`config.mk`:
```
export PLATFORM = sky130hd
export DESIGN_NAME = modular_inverse_ext_euclid_core
export DESIGN_NICKNAME = d
export VERILOG_FILES = /design/src/rtl/core/meeu_pkg.sv /design/src/rtl/core/meeu_ctrl.sv /design/src/rtl/core/meeu_dpath.sv /design/src/rtl/core/modular_inverse_ext_euclid_core.sv
export SDC_FILE = /design/constraint.sdc
export NUM_CORES = 2
export LEC_CHECK = 0
export BUFFER_PORTS_ARGS = -buffer_cell sky130_fd_sc_hd__buf_2
export CELL_PAD_IN_SITES_DETAIL_PLACEMENT = 2
export CELL_PAD_IN_SITES_GLOBAL_PLACEMENT = 2
export CORE_MARGIN = 2
export CORE_UTILIZATION = 30
export CTS_BUF_LIST = sky130_fd_sc_hd__clkbuf_8
export CTS_CLUSTER_SIZE = 30
export DETAILED_ROUTE_END_ITERATION = 6
export GPL_ROUTABILITY_DRIVEN = 0
export PLACE_DENSITY = 0.73
export SLEW_MARGIN = 10
export SYNTH_ARGS = -nofsm -noshare
export SYNTH_HDL_FRONTEND = slang
export SYNTH_SLANG_ARGS = --single-unit
```
`constraint.sdc`:
```
create_clock -name clk_i -period 24 [get_ports clk_i]
set_input_delay 1.2 -clock clk_i [delete_from_list [all_inputs] [get_ports clk_i]]
set_output_delay 1.2 -clock clk_i [all_outputs]
set_load 0.1 [all_outputs]
```
`src/rtl/core/meeu_pkg.sv`:
```
package meeu_pkg;

  typedef enum logic [2:0] {
    ST_IDLE,
    ST_DIV,
    ST_MUL,
    ST_UPD,
    ST_RED,
    ST_DONE
  } state_e;

  typedef struct packed {
    logic load;
    logic div_start;
    logic div_step;
    logic mul_step;
    logic upd;
    logic red;
  } cmd_t;

  typedef struct packed {
    logic zero_op;
    logic r1_zero;
    logic div_last;
    logic mul_last;
  } sts_t;

endpackage

```
`src/rtl/core/meeu_ctrl.sv`:
```
module meeu_ctrl import meeu_pkg::*; (
  input  logic clk_i,
  input  logic rst_ni,
  input  logic start,
  input  sts_t sts_i,
  output cmd_t cmd_o,
  output logic busy,
  output logic done_o
);

  state_e state_q, state_d;

  always_ff @(posedge clk_i or negedge rst_ni) begin
    if (!rst_ni) begin
      state_q <= ST_IDLE;
    end else begin
      state_q <= state_d;
    end
  end

  always_comb begin
    state_d = state_q;
    cmd_o   = '0;
    busy    = 1'b1;
    done_o  = 1'b0;
    case (state_q)
      ST_IDLE: begin
        busy = 1'b0;
        if (start) begin
          cmd_o.load = 1'b1;
          state_d    = ST_DIV;
        end
      end
      ST_DIV: begin
        if (sts_i.zero_op || sts_i.r1_zero) begin
          state_d = ST_RED;
        end else begin
          cmd_o.div_start = 1'b1;
          state_d = ST_MUL;
        end
      end
      ST_MUL: begin
        cmd_o.div_step = 1'b1;
        if (sts_i.div_last) begin
          state_d = ST_UPD;
        end
      end
      ST_UPD: begin
        cmd_o.mul_step = 1'b1;
        if (sts_i.mul_last) begin
          cmd_o.upd = 1'b1;
          state_d   = ST_DIV;
        end
      end
      ST_RED: begin
        cmd_o.red = 1'b1;
        state_d   = ST_DONE;
      end
      ST_DONE: begin
        done_o  = 1'b1;
        state_d = ST_IDLE;
      end
      default: state_d = ST_IDLE;
    endcase
  end

endmodule

```
`src/rtl/core/meeu_dpath.sv`:
```
module meeu_dpath import meeu_pkg::*; #(
  parameter int WIDTH = 64
) (
  input  logic             clk_i,
  input  logic [63:0]      modulus_i,
  input  logic [63:0]      operand_i,
  input  cmd_t             cmd_i,
  output sts_t             sts_o,
  output logic [WIDTH-1:0] gcd_o,
  output logic [WIDTH-1:0] inv_o,
  output logic             has_inv_o,
  output logic             zero_o
);

  localparam int CW = $clog2(WIDTH);

  logic [WIDTH-1:0] m_q, r0_q, r1_q, t0_q, t1_q;
  logic             t0n_q, t1n_q;
  // divider: restoring, one quotient bit per cycle
  logic [WIDTH-1:0] q_q, rem_q, dvd_q;
  logic [CW-1:0]    cnt_q;
  // multiplier: shift-add q*t1 plus t0, one bit per cycle
  logic [WIDTH-1:0] acc_q, mq_q, mt_q;
  logic [WIDTH-1:0] inv_q;
  logic             zero_q;

  logic [WIDTH:0]   trial;
  logic [WIDTH-1:0] rsh;
  logic [WIDTH-1:0] mag;

  assign rsh   = {rem_q[WIDTH-2:0], dvd_q[WIDTH-1]};
  assign trial = {rem_q[WIDTH-1], rsh} - {1'b0, r1_q};

  assign mag = (t0_q >= m_q) ? t0_q - m_q : t0_q;

  always_ff @(posedge clk_i) begin
    if (cmd_i.load) begin
      m_q    <= modulus_i[WIDTH-1:0];
      r0_q   <= modulus_i[WIDTH-1:0];
      r1_q   <= operand_i[WIDTH-1:0];
      t0_q   <= '0;
      t1_q   <= {{(WIDTH-1){1'b0}}, 1'b1};
      t0n_q  <= 1'b1;
      t1n_q  <= 1'b0;
      zero_q <= (operand_i[WIDTH-1:0] == '0);
    end
    if (cmd_i.div_start) begin
      dvd_q <= r0_q;
      rem_q <= '0;
      q_q   <= '0;
      cnt_q <= '0;
    end
    if (cmd_i.div_step) begin
      if (!trial[WIDTH]) begin
        rem_q <= trial[WIDTH-1:0];
        q_q   <= {q_q[WIDTH-2:0], 1'b1};
      end else begin
        rem_q <= rsh;
        q_q   <= {q_q[WIDTH-2:0], 1'b0};
      end
      dvd_q <= {dvd_q[WIDTH-2:0], 1'b0};
      cnt_q <= cnt_q + 1'b1;
      if (cnt_q == CW'(WIDTH-1)) begin
        acc_q <= t0_q;
        mq_q  <= trial[WIDTH] ? {q_q[WIDTH-2:0], 1'b0} : {q_q[WIDTH-2:0], 1'b1};
        mt_q  <= t1_q;
      end
    end
    if (cmd_i.mul_step) begin
      if (mq_q[0]) begin
        acc_q <= acc_q + mt_q;
      end
      mq_q <= mq_q >> 1;
      mt_q <= mt_q << 1;
    end
    if (cmd_i.upd) begin
      r0_q  <= r1_q;
      r1_q  <= rem_q;
      t0_q  <= t1_q;
      t1_q  <= mq_q[0] ? acc_q + mt_q : acc_q;
      t0n_q <= t1n_q;
      t1n_q <= t0n_q;
    end
    if (cmd_i.red) begin
      if (zero_q || r0_q != {{(WIDTH-1){1'b0}}, 1'b1}) begin
        inv_q <= '0;
      end else if (m_q == '0) begin
        inv_q <= t0_q;
      end else if (t0n_q && mag != '0) begin
        inv_q <= m_q - mag;
      end else begin
        inv_q <= mag;
      end
    end
  end

  assign sts_o.zero_op  = zero_q;
  assign sts_o.r1_zero  = (r1_q == '0);
  assign sts_o.div_last = (cnt_q == CW'(WIDTH-1));
  assign sts_o.mul_last = (mq_q[WIDTH-1:1] == '0);

  assign gcd_o     = zero_q ? m_q : r0_q;
  assign inv_o     = inv_q;
  assign has_inv_o = !zero_q && (r0_q == {{(WIDTH-1){1'b0}}, 1'b1});
  assign zero_o    = zero_q;

endmodule

```
`src/rtl/core/modular_inverse_ext_euclid_core.sv`:
```
// gcd and modular inverse by the extended euclidean algorithm. an item is
// taken when start is high and busy is low; results are held in registers
// and are valid when done_o is high for one cycle, which cannot be stalled.
// each remainder step runs a bit-serial divider and a shift-add multiplier
// that stops once the remaining quotient bits are zero, for up to about
// 1.44*WIDTH steps; a zero operand skips straight to the reduction step.
module modular_inverse_ext_euclid_core import meeu_pkg::*; #(
  parameter int WIDTH = 64
) (
  input  logic        clk_i,
  input  logic        rst_ni,
  input  logic        start,
  output logic        busy,
  input  logic [63:0] modulus_i,
  input  logic [63:0] operand_i,
  output logic        done_o,
  output logic [63:0] gcd_value_o,
  output logic [63:0] inverse_value_o,
  output logic        has_inverse_o,
  output logic        zero_operand_o
);

  cmd_t             cmd;
  sts_t             sts;
  logic [WIDTH-1:0] gcd, inv;

  meeu_ctrl u_ctrl (
    .clk_i  (clk_i),
    .rst_ni (rst_ni),
    .start  (start),
    .sts_i  (sts),
    .cmd_o  (cmd),
    .busy   (busy),
    .done_o (done_o)
  );

  meeu_dpath #(.WIDTH(WIDTH)) u_dpath (
    .clk_i     (clk_i),
    .modulus_i (modulus_i),
    .operand_i (operand_i),
    .cmd_i     (cmd),
    .sts_o     (sts),
    .gcd_o     (gcd),
    .inv_o     (inv),
    .has_inv_o (has_inverse_o),
    .zero_o    (zero_operand_o)
  );

  assign gcd_value_o     = 64'(gcd);
  assign inverse_value_o = 64'(inv);

endmodule
```
Word level (Yosys, flattened, before mapping)
Cells that the tools add are included.

storage, ports and cells
  output and inout port bits = 132
  flip-flop bits (word level) = 779
  logic and storage cells = 106
  input port bits = 131

cells by class
  $add $sub $neg = 5
  muxes and demuxes = 51
  reduce and logical (&&, ||, !) cells = 18
  magnitude comparators = 1
  equal/unequal tests = 11

operators with widths
  kind                                                  number
  two-way mux 64 bit                                    25
  two-way mux 63 bit                                    4
  zero test 64 bit                                      3
  subtractor 64 bit                                     2
  subtractor 65 x 64 -> 65 bit                          1
  adder 64 bit                                          1
  equality test 64 x 1 -> 1 bit, second input constant  1
  >= comparator 64 bit                                  1
  != test 64 x 1 -> 1 bit, second input constant        1
  nonzero test 64 bit                                   1
  zero test 63 bit                                      1
  case mux 3 bit (5 select lines)                       1
  two-way mux 1 bit                                     14
  two-way mux 3 bit                                     4
  two-way mux 6 bit                                     2
  nonzero test 2 bit                                    4
  adder 6 x 1 -> 6 bit, second input constant           1
  equality test 3 x 2 -> 1 bit, second input constant   2
  equality test 3 bit, second input constant            2
  equality test 6 bit, second input constant            1
  != test 2 bit, second input constant                  3
  AND reduction 2 bit                                   2
  equality test 3 x 1 -> 1 bit, second input constant   1
  zero test 3 bit                                       1
  5 further kinds                                       7

Longest topological paths before layout
  depth in word-level cells = 6
  mapped depth = 36
  gate-level depth less buffers = 31

Hierarchy
A second synthesis with hierarchy kept.

unflattened totals
  cells, all modules = 4914
  area total of the unflattened synthesis = 49622.6 µm²

by module, submodules not included
  module      sequential area each (µm²)  times used  area each (µm²)  cells an instance
  meeu_dpath  22631.7                     1           49408.6          4888
  meeu_ctrl   75.1                        1           214.0            26

Worst setup path after synthesis
No wires, ideal clock.

  kind = reg2reg
  from = reg u_ctrl.state_q[0]
  to = reg u_dpath.r0_q[0], enable pin
  library setup time = 1.234 ns
  slack = 3.272 ns
  arrival time = 19.494 ns
  path buffers = 1
  cell stages (with the launch flop) = 4
  period minus slack after synthesis = 20.728 ns
  path through = dfrtp_1 clkbuf_1 or3_1 o21ai_0

between the ends
  word-level cells in the longest chain between the ends = 3
  elaborated cells on any way between the ends = 5

ends and longest elaborated chain
  item                                                                    line              source
  from (decl)                                                             meeu_ctrl.sv:11   state_e state_q, state_d;
  from (signal assigned)                                                  meeu_ctrl.sv:17   state_q <= state_d;
  equality test 3 x 2 -> 1 bit / zero test 3 bit (equally long branches)  meeu_ctrl.sv:26   case (state_q)
  two-way mux 2 bit / two-way mux 1 bit (equally long branches)           meeu_ctrl.sv:26
  nonzero test 2 bit (no line) (*)                                        n/a
  to (signal assigned)                                                    meeu_dpath.sv:39  r0_q <= modulus_i[WIDTH-1:0];
  to (signal assigned)                                                    meeu_dpath.sv:77  r0_q <= r1_q;
  to (decl)                                                               meeu_dpath.sv:17  logic [WIDTH-1:0] m_q, r0_q, r1_q, t0_q, t1_q;

Mark *: on every way between the ends. The rest lies on a longest branch, timed or not.
A chain may end at the register's enable or synchronous reset.

Worst setup path in the final report
  from = reg u_dpath.t0_q[0]
  to = reg u_dpath.inv_q[62], in the netlist u_dpath.inv_o[62] (data pin)

between the ends
  word-level cells in the longest chain between the ends = 6
  elaborated cells on any way between the ends = 8

ends and longest elaborated chain
  item                                                              line              source
  from (decl)                                                       meeu_dpath.sv:17
  from (signal assigned)                                            meeu_dpath.sv:79  t0_q <= t1_q;
  subtractor 64 bit / >= comparator 64 bit (equally long branches)  meeu_dpath.sv:34  assign mag = (t0_q >= m_q) ? t0_q - m_q : t0_q;
  two-way mux 64 bit (*)                                            meeu_dpath.sv:34
  branches (longest 2 deep; another with subtractor 64 bit)         n/a
  two-way mux 64 bit (*)                                            meeu_dpath.sv:89  end else if (t0n_q && mag != '0) begin
  two-way mux 64 bit (*)                                            meeu_dpath.sv:87  end else if (m_q == '0) begin
  to (signal assigned)                                              meeu_dpath.sv:88  inv_q <= t0_q;
  to (signal assigned)                                              meeu_dpath.sv:90  inv_q <= m_q - mag;
  to (signal assigned)                                              meeu_dpath.sv:92  inv_q <= mag;
  to (decl)                                                         meeu_dpath.sv:24  logic [WIDTH-1:0] inv_q;

Every way passes the cells marked *.

==> metrics.md <==
| Metric | Value |
|---|---|
| Final WL | `around 200000 um` |
| Die Area | `between 150000 and 200000 sq um` |
| Setup violators final | `0` |
| Unrepaired setup endpoints after global routing | `false` |
| CTS hold repair buffers | `0` |
| Pwr Density | `~160 nW/um^2` |
| Primary FF master, synth | `edfxtp_1` |
| Wire per inst | `26.63 um` |
| Async S/R FF share, synth | `0.3851%` |
| Critical path's slowest cell | `a32oi_2` |
| Area grow syn2layout | `13.00%` |
| Worst setup margin | `14.50 ns` |
| Final Hold Fails | `0` |
| Worst r2r path cells | `31` |
| DRT Pass-1 Iters | `5` |
| Post-CTS setup buffer count | `0` |
| Cell area after synthesis | `between 40000 and 50000 sq um` |
| Syn_nets | `between 5000 and 6000` |
| Clk slew on worst S/H paths | `around 0.06 ns` |
| VDD IR max | `78.18 uV` |
| TritonCTS clock tree | `yes` |
| Fin nets | `5696` |
| CTS buffer count | `roughly 150` |
| MaxCap Viol Count | `0` |
| Number of clock sinks | `779` |
| Via count | `42794` |
| Yosys reg bits | `a little under 800` |
| Post-Syn Instances | `5135` |
| Post-DR vias/cell | `about 5.6` |
| Critical path capture point type | `register` |
| Share of post-route cells with drive strength above 1 | `roughly an eighth` |
| Reg2reg setup slack | `roughly 14 ns` |
| CP Launch Type | `register` |
| Worst-Skew Late Latency | `roughly 0.90 ns` |
| Cell with the most instances after synthesis | `nand2_1` |
| Synth area leaders | `edfxtp_1, nand2_1, ha_1` |
| Post-synth top area share | `between 40% and 50%` |
| Rows | `148` |
| Slew HR | `18.31%` |
| RR Startpoint | `u_dpath.t0_q[0]` |
| GR Overflow Total | `0` |
| Synth cell types | `between 100 and 150` |
| Top Family by Delay on Critical Path | `compound AO/OA/AOI/OAI gates` |
| Post-synth top cells | `nand2_1, edfxtp_1, nor2_1` |
| Largest net degree at the start of global routing | `122` |
| Bufs and invs on worst path | `4` |
| Initial antenna violation count | `18` |
| Worst hold slack | `0.1065 ns` |
| Io pins | `between 200 and 300` |
| Initial cell density of the core | `30.22%` |
| IO buf count | `262` |
| Seq/Total Area, Yosys | `between 40% and 50%` |
| Worst-margin pin slew | `1.214 ns` |
| Yosys warnings | `0` |
| CTS root buffer | `clkbuf_8` |
| Kind of critical path | `reg -> reg` |
| Worst Skew | `~0.063 ns` |
| Resize count post-CTS | `0` |
| Vias in the first global route | `roughly 45000` |
| H-tree depth | `4` |
| Outcome | `finished clean` |
| CP arrival | `a little over 10 ns` |
| Tcrit/Tclk final | `39.58%` |
| First-pass GRT wire length | `about 300000 um` |
| Initial DRC count | `around 3200` |
| Die outline width | `just over 400 um` |
| Reg2reg end | `u_dpath.inv_o[62]` |
| Max Fclk | `between 100 and 150 MHz` |
| CP Max Fanout | `46` |
| Die Y | `409.1 um` |
| CP peak stage delay | `about 0.77 ns` |
| Slew Viols, Final | `0` |
| Leakage | `between 0.02 and 0.025 uW` |
| Clock Path Buffers | `3` |
| GRT Util Overall | `about a quarter` |
| DP Worst Slack | `~15 ns` |
| Synth area leader | `edfxtp_1` |
| Detail Route Antenna Nets | `0` |
| Syn Area/Cell | `between 9 and 10 sq um` |
| Min Tclk post-route | `around 9.5 ns` |
| DPL Wire Length | `between 150000 and 200000 um` |
| Worst hold path type | `in -> async` |
| Setup TNS | `0 ns` |
| Critical Path RT | `about 25 ns` |
| # DRC | `0` |
| Post-synth EDFFs | `roughly 710` |
| Core area | `~160000 sq um` |
cell usage in the layout, fill, tap and decap left out, types with 11 or more instances in the layout:
cell      netlist  final
nand4_1        57     57
nor3_1         47     47
nand3_1        78     78
o21bai_1       32     32
a211oi_1       64     64
and2_1         93     91
xnor2_1       195    194
o22ai_1        11     11
nand2b_1       49     47
a22o_1        126    126
buf_2          14    262
nor2b_1        37     35
ha_1          216    216
edfxtp_1      709    709
clkinv_1        2     32
mux2i_1       106    106
and3_1        100    100
xor2_1         84     83
o31ai_1        19     19
o21ai_0       247    246
clkinv_2        0     15
nand2_1       828    822
clkbuf_8        0    154
or2_2          15     14
a21o_1        128    128
nor4_1         93     91
o21a_1         30     30
dfxtp_1        67     67
o211ai_1       18     18
a211o_1        13     13
a21oi_1       326    326
buf_4          10     58
a31oi_1        83     83
maj3_1         50     50
mux2_2         72     72
a21boi_0       15     15
inv_1         205    256
or3_1          20     20
nor2_1        435    433
worst max-delay path by stage:
stage                       from           endpoint  slack (ns)  cells past startpoint
2_1_floorplan  u_ctrl.state_q[0]    u_dpath.r0_q[0]        3.27                      3
3_3_place_gp     u_dpath.t0_q[0]  u_dpath.inv_o[62]       14.79                     31
3_5_place_dp     u_dpath.t0_q[0]  u_dpath.inv_o[62]       14.64                     31
4_1_cts          u_dpath.t0_q[0]  u_dpath.inv_o[62]       14.54                     31
5_1_grt          u_dpath.t0_q[0]  u_dpath.inv_o[62]       13.93                     30
6_report         u_dpath.t0_q[0]  u_dpath.inv_o[62]       14.50                     31
stage by stage:
stage,power [uW],std cells,cell area [sq um],util [%]
floorplan,6280,5135,49240,-
global placement,7609,7371,52810,32.41
detailed placement,7781,7371,52810,32.41
CTS,9145,7642,55630,34.14
global route,9735,7646,55640,34.14
finish,9155,7647,55640,34.15
state kept, by name, summed over array words and instances (netlist names):
name / flops
u_dpath.rem_q: 64
u_dpath.dvd_q: 64
u_dpath.t1_q: 64
u_dpath.m_q: 64
u_dpath.t0n_q: 1
u_dpath.inv_o: 64
u_dpath.q_q: 63
u_dpath.r1_q: 64
u_dpath.r0_q: 64
u_dpath.cnt_q: 6
u_dpath.zero_o: 1
u_dpath.mq_q: 64
u_dpath.t0_q: 64
u_ctrl.state_q: 3
u_dpath.t1n_q: 1
u_dpath.mt_q: 64
u_dpath.acc_q: 64
kinds of logic after synthesis:
group,Yosys count,share of synthesized area (%)
flip-flops,779,46.11
multiplexers,179,3.824
XOR/XNOR,279,4.963
AO/OA/AOI/OAI,1255,16.93
adder cells (fa/ha/maj),272,6.696
buffers and inverters,467,3.733
AND/OR/NAND/NOR,1904,17.74
final cells by class:
type	count	area [sq um]
Fill cell	18103	107300
Tap cell	2175	2721
Sequential cell	779	22710
Multi-Input combinational cell	3889	24840
Clock buffer	154	2120
Clock inverter	117	695.7
Antenna cell	5	12.51
Timing Repair Buffer	321	1767
Inverter	207	777.0
routing by layer:
metal  GRT usage (%)  routed length, um
met1           32.61              93230
met2           38.89              94900
met3           3.329              10080
met4           6.966               5397
met5               0                  0
report_power, final:
group | switching, uW | leakage, uW | internal [uW] | total, uW
clock network | 654 | 0.00162 | 649 | 1300
registers | 441 | 0.00722 | 2150 | 2590
logic | 3530 | 0.0135 | 1730 | 5260
(Power assumes the default switching activity.)
